`config.mk`:
```
export PLATFORM = sky130hd
export DESIGN_NAME = gregorian_date_span_days
export DESIGN_NICKNAME = d
export VERILOG_FILES = /design/src/hdl/gdsd_pkg.sv /design/src/hdl/gregorian_date_span_days.sv /design/src/hdl/gdsd_day_number.sv
export SDC_FILE = /design/constraint.sdc
export NUM_CORES = 2
export LEC_CHECK = 0
export BUFFER_PORTS_ARGS = -buffer_cell sky130_fd_sc_hd__buf_2
export CORE_MARGIN = 2
export CORE_UTILIZATION = 47
export DETAILED_ROUTE_END_ITERATION = 7
export PLACE_DENSITY = 0.62
export SYNTH_ARGS = -nofsm -noshare
export SYNTH_HDL_FRONTEND = slang
export SYNTH_SLANG_ARGS = --single-unit
export TNS_END_PERCENT = 1
```
`constraint.sdc`:
```
create_clock -name clk -period 23.8 [get_ports clk]
set_input_delay 1.19 -clock clk [delete_from_list [all_inputs] [get_ports clk]]
set_output_delay 1.19 -clock clk [all_outputs]
set_load 0.01 [all_outputs]
```
`src/hdl/gdsd_pkg.sv`:
```
// Shared constants and calendar tables for the Gregorian date span block.
// Used by gdsd_day_number and gregorian_date_span_days; depends on nothing.
`default_nettype none

package gdsd_pkg;

    localparam int unsigned YEAR_W   = 14;
    localparam int unsigned MONTH_W  = 4;
    localparam int unsigned DAY_W    = 5;
    localparam int unsigned COUNT_W  = 22;
    localparam int unsigned DAYNUM_W = 23;

    localparam logic [YEAR_W-1:0] MAX_YEAR = 14'd9999;

    // floor(x / 100) == (x * RECIP_100) >> RECIP_SHIFT for every 14-bit x
    localparam int unsigned RECIP_SHIFT = 19;
    localparam int unsigned PROD_W      = 27;
    localparam logic [PROD_W-1:0] RECIP_100 = 27'd5243;

    localparam logic [8:0]         DAYS_PER_YEAR = 9'd365;
    localparam logic [MONTH_W-1:0] MONTH_JAN     = 4'd1;
    localparam logic [MONTH_W-1:0] MONTH_FEB     = 4'd2;
    localparam logic [MONTH_W-1:0] MONTH_DEC     = 4'd12;
    localparam logic [DAY_W-1:0]   FEB_COMMON    = 5'd28;

    localparam logic [COUNT_W-1:0] COUNT_MAX   = 22'd4194303;
    localparam logic [COUNT_W-1:0] COUNT_LIMIT = 22'd3652059;

    typedef struct packed {
        logic st1;
        logic st2;
        logic st3;
    } gdsd_adv_t;

    // Days before the first of the month in a common year.
    function automatic logic [8:0] days_before(input logic [MONTH_W-1:0] m);
        logic [8:0] r;
        case (m)
            4'd1:    r = 9'd0;
            4'd2:    r = 9'd31;
            4'd3:    r = 9'd59;
            4'd4:    r = 9'd90;
            4'd5:    r = 9'd120;
            4'd6:    r = 9'd151;
            4'd7:    r = 9'd181;
            4'd8:    r = 9'd212;
            4'd9:    r = 9'd243;
            4'd10:   r = 9'd273;
            4'd11:   r = 9'd304;
            4'd12:   r = 9'd334;
            default: r = 9'd0;
        endcase
        return r;
    endfunction

    // Month length in a common year.
    function automatic logic [DAY_W-1:0] month_len(input logic [MONTH_W-1:0] m);
        logic [DAY_W-1:0] r;
        case (m)
            4'd4, 4'd6, 4'd9, 4'd11: r = 5'd30;
            4'd2:                    r = 5'd28;
            4'd1, 4'd3, 4'd5, 4'd7,
            4'd8, 4'd10, 4'd12:      r = 5'd31;
            default:                 r = 5'd0;
        endcase
        return r;
    endfunction

endpackage

`default_nettype wire

```
`src/hdl/gregorian_date_span_days.sv`:
```
// Top level of the Gregorian date span block: two day number units and the
// difference stage, with per-stage handshake. Depends on gdsd_pkg, gdsd_day_number.
//
//  channel  dir  tdata                                        tuser
//  s_axis   in   two dates and include_end (47 bits in 48)    -
//  m_axis   out  day_count (22 bits in 24)                    date_error
//
// An accepted beat passes the day number stages and the output register; one beat
// per cycle is sustained while the output is not stalled. The stage depth is set
// by the divide-by-100 reciprocal multiplies. Reset clears the valid bits only. A
// stalled output holds its stage; earlier stages keep filling empty slots behind it.
`default_nettype none

module gregorian_date_span_days
    import gdsd_pkg::*;
(
    input  wire logic        clk,
    input  wire logic        rst_n,
    input  wire logic        s_axis_tvalid,
    output logic             s_axis_tready,
    // start_year[13:0], start_month[17:14], start_day[22:18], end_year[36:23],
    // end_month[40:37], end_day[45:41], include_end[46], zero[47]
    input  wire logic [47:0] s_axis_tdata,
    output logic             m_axis_tvalid,
    input  wire logic        m_axis_tready,
    // day_count[21:0], zero[23:22]
    output logic      [23:0] m_axis_tdata,
    // date_error[0]
    output logic             m_axis_tuser
);

    logic v1_reg, v2_reg, v3_reg, vout_reg;
    logic en1, en2, en3, en_out;
    gdsd_adv_t adv;

    // a stage loads when it is empty or its contents move on
    always_comb
    begin
        en_out  = !vout_reg || m_axis_tready;
        en3     = !v3_reg || en_out;
        en2     = !v2_reg || en3;
        en1     = !v1_reg || en2;
        adv.st1 = en1;
        adv.st2 = en2;
        adv.st3 = en3;
    end

    assign s_axis_tready = en1;

    always_ff @(posedge clk or negedge rst_n)
    begin
        if (!rst_n)
        begin
            v1_reg   <= 1'b0;
            v2_reg   <= 1'b0;
            v3_reg   <= 1'b0;
            vout_reg <= 1'b0;
        end
        else
        begin
            if (en1)
                v1_reg <= s_axis_tvalid;
            if (en2)
                v2_reg <= v1_reg;
            if (en3)
                v3_reg <= v2_reg;
            if (en_out)
                vout_reg <= v3_reg;
        end
    end

    logic [DAYNUM_W-1:0] start_dn, end_dn;
    logic                start_ok, end_ok;

    gdsd_day_number u_start (
        .clk     (clk),
        .adv     (adv),
        .year    (s_axis_tdata[13:0]),
        .month   (s_axis_tdata[17:14]),
        .day     (s_axis_tdata[22:18]),
        .day_num (start_dn),
        .date_ok (start_ok)
    );

    gdsd_day_number u_end (
        .clk     (clk),
        .adv     (adv),
        .year    (s_axis_tdata[36:23]),
        .month   (s_axis_tdata[40:37]),
        .day     (s_axis_tdata[45:41]),
        .day_num (end_dn),
        .date_ok (end_ok)
    );

    logic inc1_reg, inc2_reg, inc3_reg;

    always_ff @(posedge clk)
    begin
        if (en1)
            inc1_reg <= s_axis_tdata[46];
        if (en2)
            inc2_reg <= inc1_reg;
        if (en3)
            inc3_reg <= inc2_reg;
    end

    // output stage: difference, clamp at zero, add end day, saturate, zero on a date error
    logic [DAYNUM_W-1:0] diff;
    logic [DAYNUM_W:0]   total;
    logic [COUNT_W-1:0]  count_reg, count_next;
    logic                err_reg,   err_next;

    always_comb
    begin
        diff     = (end_dn > start_dn) ? end_dn - start_dn : '0;
        total    = {1'b0, diff} + (DAYNUM_W+1)'(inc3_reg);
        err_next = !(start_ok && end_ok);
        if (err_next)
            count_next = '0;
        else if (total > (DAYNUM_W+1)'(COUNT_MAX))
            count_next = COUNT_MAX;
        else
            count_next = total[COUNT_W-1:0];
    end

    always_ff @(posedge clk)
    begin
        if (en_out)
        begin
            count_reg <= count_next;
            err_reg   <= err_next;
        end
    end

    assign m_axis_tvalid = vout_reg;
    assign m_axis_tdata  = {2'b00, count_reg};
    assign m_axis_tuser  = err_reg;

    // error beats carry no count
    a_err_zero: assert property (@(posedge clk) disable iff (!rst_n)
        m_axis_tvalid && m_axis_tuser |-> m_axis_tdata[21:0] == '0)
        else $error("error beat with nonzero day count");

    // valid dates never span more than the calendar range
    a_count_range: assert property (@(posedge clk) disable iff (!rst_n)
        m_axis_tvalid && !m_axis_tuser |-> m_axis_tdata[21:0] <= COUNT_LIMIT)
        else $error("day count beyond calendar range");

    // a full last stage that may advance shows up at the output
    a_advance: assert property (@(posedge clk) disable iff (!rst_n)
        v3_reg && en_out |=> m_axis_tvalid)
        else $error("beat lost between last stage and output");

endmodule

`default_nettype wire

```
`src/hdl/gdsd_day_number.sv`:
```
// Three-stage day number unit: converts one date to its day number
// (0001-01-01 is day 1) and checks it. Depends on gdsd_pkg.
`default_nettype none

module gdsd_day_number
    import gdsd_pkg::*;
(
    input  wire logic                clk,
    input  wire gdsd_adv_t           adv,
    input  wire logic [YEAR_W-1:0]   year,
    input  wire logic [MONTH_W-1:0]  month,
    input  wire logic [DAY_W-1:0]    day,
    output logic      [DAYNUM_W-1:0] day_num,
    output logic                     date_ok
);

    // stage 1: divides by 100 through reciprocal multiplies, 365 * (year - 1)
    logic [YEAR_W-1:0]   p_s1;
    logic [PROD_W-1:0]   prod_y;
    logic [PROD_W-1:0]   prod_p;
    logic [PROD_W-1:0]   prod_p4;

    logic [YEAR_W-1:0]   year_s1_reg,  year_s1_next;
    logic [YEAR_W-1:0]   p_s1_reg,     p_s1_next;
    logic [MONTH_W-1:0]  month_s1_reg, month_s1_next;
    logic [DAY_W-1:0]    day_s1_reg,   day_s1_next;
    logic [DAYNUM_W-1:0] p365_s1_reg,  p365_s1_next;
    logic [7:0]          qy_s1_reg,    qy_s1_next;
    logic [7:0]          qp_s1_reg,    qp_s1_next;
    logic [5:0]          qp4_s1_reg,   qp4_s1_next;
    logic                yok_s1_reg,   yok_s1_next;

    always_comb
    begin
        p_s1          = year - 14'd1;
        prod_y        = PROD_W'(year) * RECIP_100;
        prod_p        = PROD_W'(p_s1) * RECIP_100;
        prod_p4       = PROD_W'(p_s1 >> 2) * RECIP_100;
        year_s1_next  = year;
        p_s1_next     = p_s1;
        month_s1_next = month;
        day_s1_next   = day;
        p365_s1_next  = DAYNUM_W'(p_s1) * DAYNUM_W'(DAYS_PER_YEAR);
        qy_s1_next    = prod_y[RECIP_SHIFT+7:RECIP_SHIFT];
        qp_s1_next    = prod_p[RECIP_SHIFT+7:RECIP_SHIFT];
        qp4_s1_next   = prod_p4[RECIP_SHIFT+5:RECIP_SHIFT];
        yok_s1_next   = (year != '0) && (year <= MAX_YEAR);
    end

    // stage 2: leap rule, year part of the day number, month offset, checks
    logic [YEAR_W-1:0]   rem100;
    logic                leap;
    logic [DAY_W-1:0]    len;

    logic [DAYNUM_W-1:0] nyear_s2_reg, nyear_s2_next;
    logic [8:0]          mofs_s2_reg,  mofs_s2_next;
    logic [DAY_W-1:0]    day_s2_reg,   day_s2_next;
    logic                ok_s2_reg,    ok_s2_next;

    always_comb
    begin
        rem100 = year_s1_reg - YEAR_W'(qy_s1_reg) * 14'd100;
        // divisible by 400 when divisible by 100 and the quotient by 4
        leap   = (year_s1_reg[1:0] == 2'b00) &&
                 ((rem100 != '0) || (qy_s1_reg[1:0] == 2'b00));
        len    = (month_s1_reg == MONTH_FEB) ? FEB_COMMON + DAY_W'(leap)
                                             : month_len(month_s1_reg);
        nyear_s2_next = p365_s1_reg + DAYNUM_W'(p_s1_reg >> 2)
                        - DAYNUM_W'(qp_s1_reg) + DAYNUM_W'(qp4_s1_reg);
        mofs_s2_next  = days_before(month_s1_reg)
                        + 9'((month_s1_reg > MONTH_FEB) && leap);
        day_s2_next   = day_s1_reg;
        ok_s2_next    = yok_s1_reg && (month_s1_reg >= MONTH_JAN) &&
                        (month_s1_reg <= MONTH_DEC) && (day_s1_reg != '0) &&
                        (day_s1_reg <= len);
    end

    // stage 3: sum the parts
    logic [DAYNUM_W-1:0] dn_s3_reg, dn_s3_next;
    logic                ok_s3_reg, ok_s3_next;

    always_comb
    begin
        dn_s3_next = nyear_s2_reg + DAYNUM_W'(mofs_s2_reg) + DAYNUM_W'(day_s2_reg);
        ok_s3_next = ok_s2_reg;
    end

    always_ff @(posedge clk)
    begin
        if (adv.st1)
        begin
            year_s1_reg  <= year_s1_next;
            p_s1_reg     <= p_s1_next;
            month_s1_reg <= month_s1_next;
            day_s1_reg   <= day_s1_next;
            p365_s1_reg  <= p365_s1_next;
            qy_s1_reg    <= qy_s1_next;
            qp_s1_reg    <= qp_s1_next;
            qp4_s1_reg   <= qp4_s1_next;
            yok_s1_reg   <= yok_s1_next;
        end
        if (adv.st2)
        begin
            nyear_s2_reg <= nyear_s2_next;
            mofs_s2_reg  <= mofs_s2_next;
            day_s2_reg   <= day_s2_next;
            ok_s2_reg    <= ok_s2_next;
        end
        if (adv.st3)
        begin
            dn_s3_reg <= dn_s3_next;
            ok_s3_reg <= ok_s3_next;
        end
    end

    assign day_num = dn_s3_reg;
    assign date_ok = ok_s3_reg;

endmodule

`default_nettype wire

```
==> results.yml <==
status:
  status: "finished clean"
synthesis:
  async_flop_share_pct: 1.18
  synth-adder-area-share_pct: 46.8
  synth_compound_area_share_pct: 8.04
  synth_area_leaders: "ha_1 25%, edfxtp_1 22%, fa_1 22%"
  synthFlopType: "edfxtp_1"
  synthMuxAreaShare_pct: 0.351
  synthCells: 4086
  ys.warnings.count: 0
  synth-edff-count: 312
  synth-seq-cells: 340
  synth_top_family_by_area: "adder cells"
  netlist_area_mm2: 0.0427
  synth_most_common_cell: "inv_1"
  synthSimpleGateAreaFrac_pct: 7.10
  yosys.area.top_type_share_pct: 25.0
  ys_top_cells_by_count: "1018 x inv_1, 855 x ha_1, 464 x fa_1"
  ys_seq_area_share_pct: 23.3
  synth-xor-area-share_pct: 5.05
  synth.largest_area_cell: "ha_1"
  avgSynthCellArea_um2: 10.5
  yosysUniqueCellTypes: 100
setup_path:
  worstSetupPathType: "input port to flop"
  r2r_start: "u_start.qy_s1_reg[2]"
  r2r_slack_ps: 17900
  reg2reg_to: "u_start.ok_s2_reg"
  reg2regPathDepth: 22
  crit_path_end_kind: "flop"
  cp.required_ps: 24120
  start_kind: "input port"
  arrival_ps: 9030
  critPathMaxFanout: 9
clocking:
  post_cts_buffers: 0
  cts_made_buffers: 41
  cts-hold-fix-buffers: 0
  htree_levels: 2
  cts_resized: 0
  cts_num_sinks: 340
  cts.path.max_buffers: 3
  clk_latency_ps: 570
  clockRootBuffer: "clkbuf_16"
  tritoncts: "built"
  clk_pin_slew_ps: 70
cells_and_area:
  stdcell_count: 5410
  seq_area_mm2: 0.00995
  area_delta_synth_final_pct: 7.54
  layout-drive-gt1-share_pct: 5.43
  fin_nets: 5574
  n_fill_cell: 8267
  multi_input_area_mm2: 0.0288
routing:
  drt_first_iter_violations: 1229
  drc: 0
  dr.pass1.iters: 5
  num_vias: 27400
  vias_per_cell: 5.07
  antenna_left: 0
  avgRoutedWirePerCell_um: 16.3
  drt-total-wl_um: 87900
floorplan:
  die-area_mm2: 0.0933
  ioPinCount: 79
  die_height_um: 305
  core_mm2: 0.0900
  initial_core_util_pct: 47.5
  die_w_um: 305
  num_rows: 110
placed_design:
  placed_cells: 5336
  pre_cts_ws_ps: 14520
  place_congestion: 0.909
  dp_hpwl_um: 73900
  port_buffers: 75
timing:
  maxSlewHeadroom_pct: 29.6
  clock_skew_ps: 26.0
  tightest_slew_ps: 1050
  tns_ps: 0
  finalCriticalPeriod_ps: 8710
  drv_slew: 0
  rsz0062_at_grt: "false"
  final-setup-viol-count: 0
  hold_violations: 0
  max_freq_ghz: 0.115
  setup_ws_ps: 15090
  final.period_utilization_pct: 36.6
global_routing:
  overflow: 0
  grt_start_max_net_pins: 79
  antenna_found_initial: 5
  grt_first_pass_wirelength_um: 147000
  grtUsageTotal_pct: 19.6
  grt_pass1_vias: 28500
flow_run:
  max-cap-violations: 0
worst_hold_path:
  hp-class: "input port to asynchronous set/reset pin"
==> routing by layer <==
metal | track usage (%) | vias to the layer above | part of all wire (%)
met5 | 0 | - | 0.065
met4 | 4.85 | 8 | 2.4
met3 | 2.72 | 109 | 4.1
met2 | 31.4 | 433 | 45
met1 | 28.0 | 13100 | 49
li1 | - | 13700 | -
==> worst max-delay path, cell delays in order <==
cell	delay, ps
buf_2	190
inv_1	420
ha_1	330
o21ai_0	170
nand2_1	110
and3_1	240
nand2_1	90
xnor2_1	800
inv_1	390
ha_1	600
inv_1	190
fa_1	530
inv_1	60
fa_1	500
inv_1	50
fa_1	490
fa_1	490
inv_1	50
ha_1	290
nand2_1	50
nor2_1	70
o311ai_0	210
a31oi_1	430
nor2_1	130
a2111oi_0	370
buf_4	200
o41a_1	140
xnor3_1	210
==> layout by cell type (no fill, tap or decap), types with 79 or more instances in the layout <==
cell type,n
inv_1,1018
ha_1,855
a21oi_1,143
fa_1,464
nand2_1,136
xnor2_1,160
edfxtp_1,312
nor2_1,153
xor2_1,79
o21ai_0,100
==> through the flow <==
step / hold slack (ps) / area, um2 / util [%]
finish: 405 / 45900 / 51.0
global route: 389 / 45900 / 51.0
detailed placement: 409 / 44600 / 49.6
floorplan: 400 / 42700 / -
CTS: 367 / 45900 / 51.0
global placement: 407 / 44600 / 49.6
==> how the worst max path moves through the flow <==
stage | start | endpoint | slack [ps] | cells after the start
floorplan | m_axis_tready | flop | 15240 | 9
global placement | s_axis_tdata[0] | u_start.qp_s1_reg[7] | 14540 | 28
detailed placement | s_axis_tdata[0] | u_start.qp_s1_reg[7] | 14520 | 28
CTS | s_axis_tdata[0] | u_start.qp_s1_reg[7] | 15110 | 28
global route | s_axis_tdata[0] | u_start.qp_s1_reg[7] | 14560 | 28
finish | s_axis_tdata[0] | u_start.qp_s1_reg[7] | 15090 | 28
==> layout make-up <==
type	count	area share, %
Antenna cell	1	0.00545
Clock buffer	46	2.30
Clock inverter	27	0.569
Inverter	1019	8.33
Multi-Input combinational cell	2698	62.7
Sequential cell	340	21.7
Tap cell	1176	3.20
Timing Repair Buffer	103	1.27
==> cell families after synthesis <==
logic type / count (synthesis)
and+or+nand+nor: 599
AOI/OAI and AO/OA: 521
adders and majority gates: 1319
buffers and inverters: 1049
DFF: 340
muxes: 14
xor gates and xnor gates: 243
other: 1
Power is left out: the tool's default activity adds up to more than one toggle a clock period on the data nets, which glitch-free logic cannot reach.
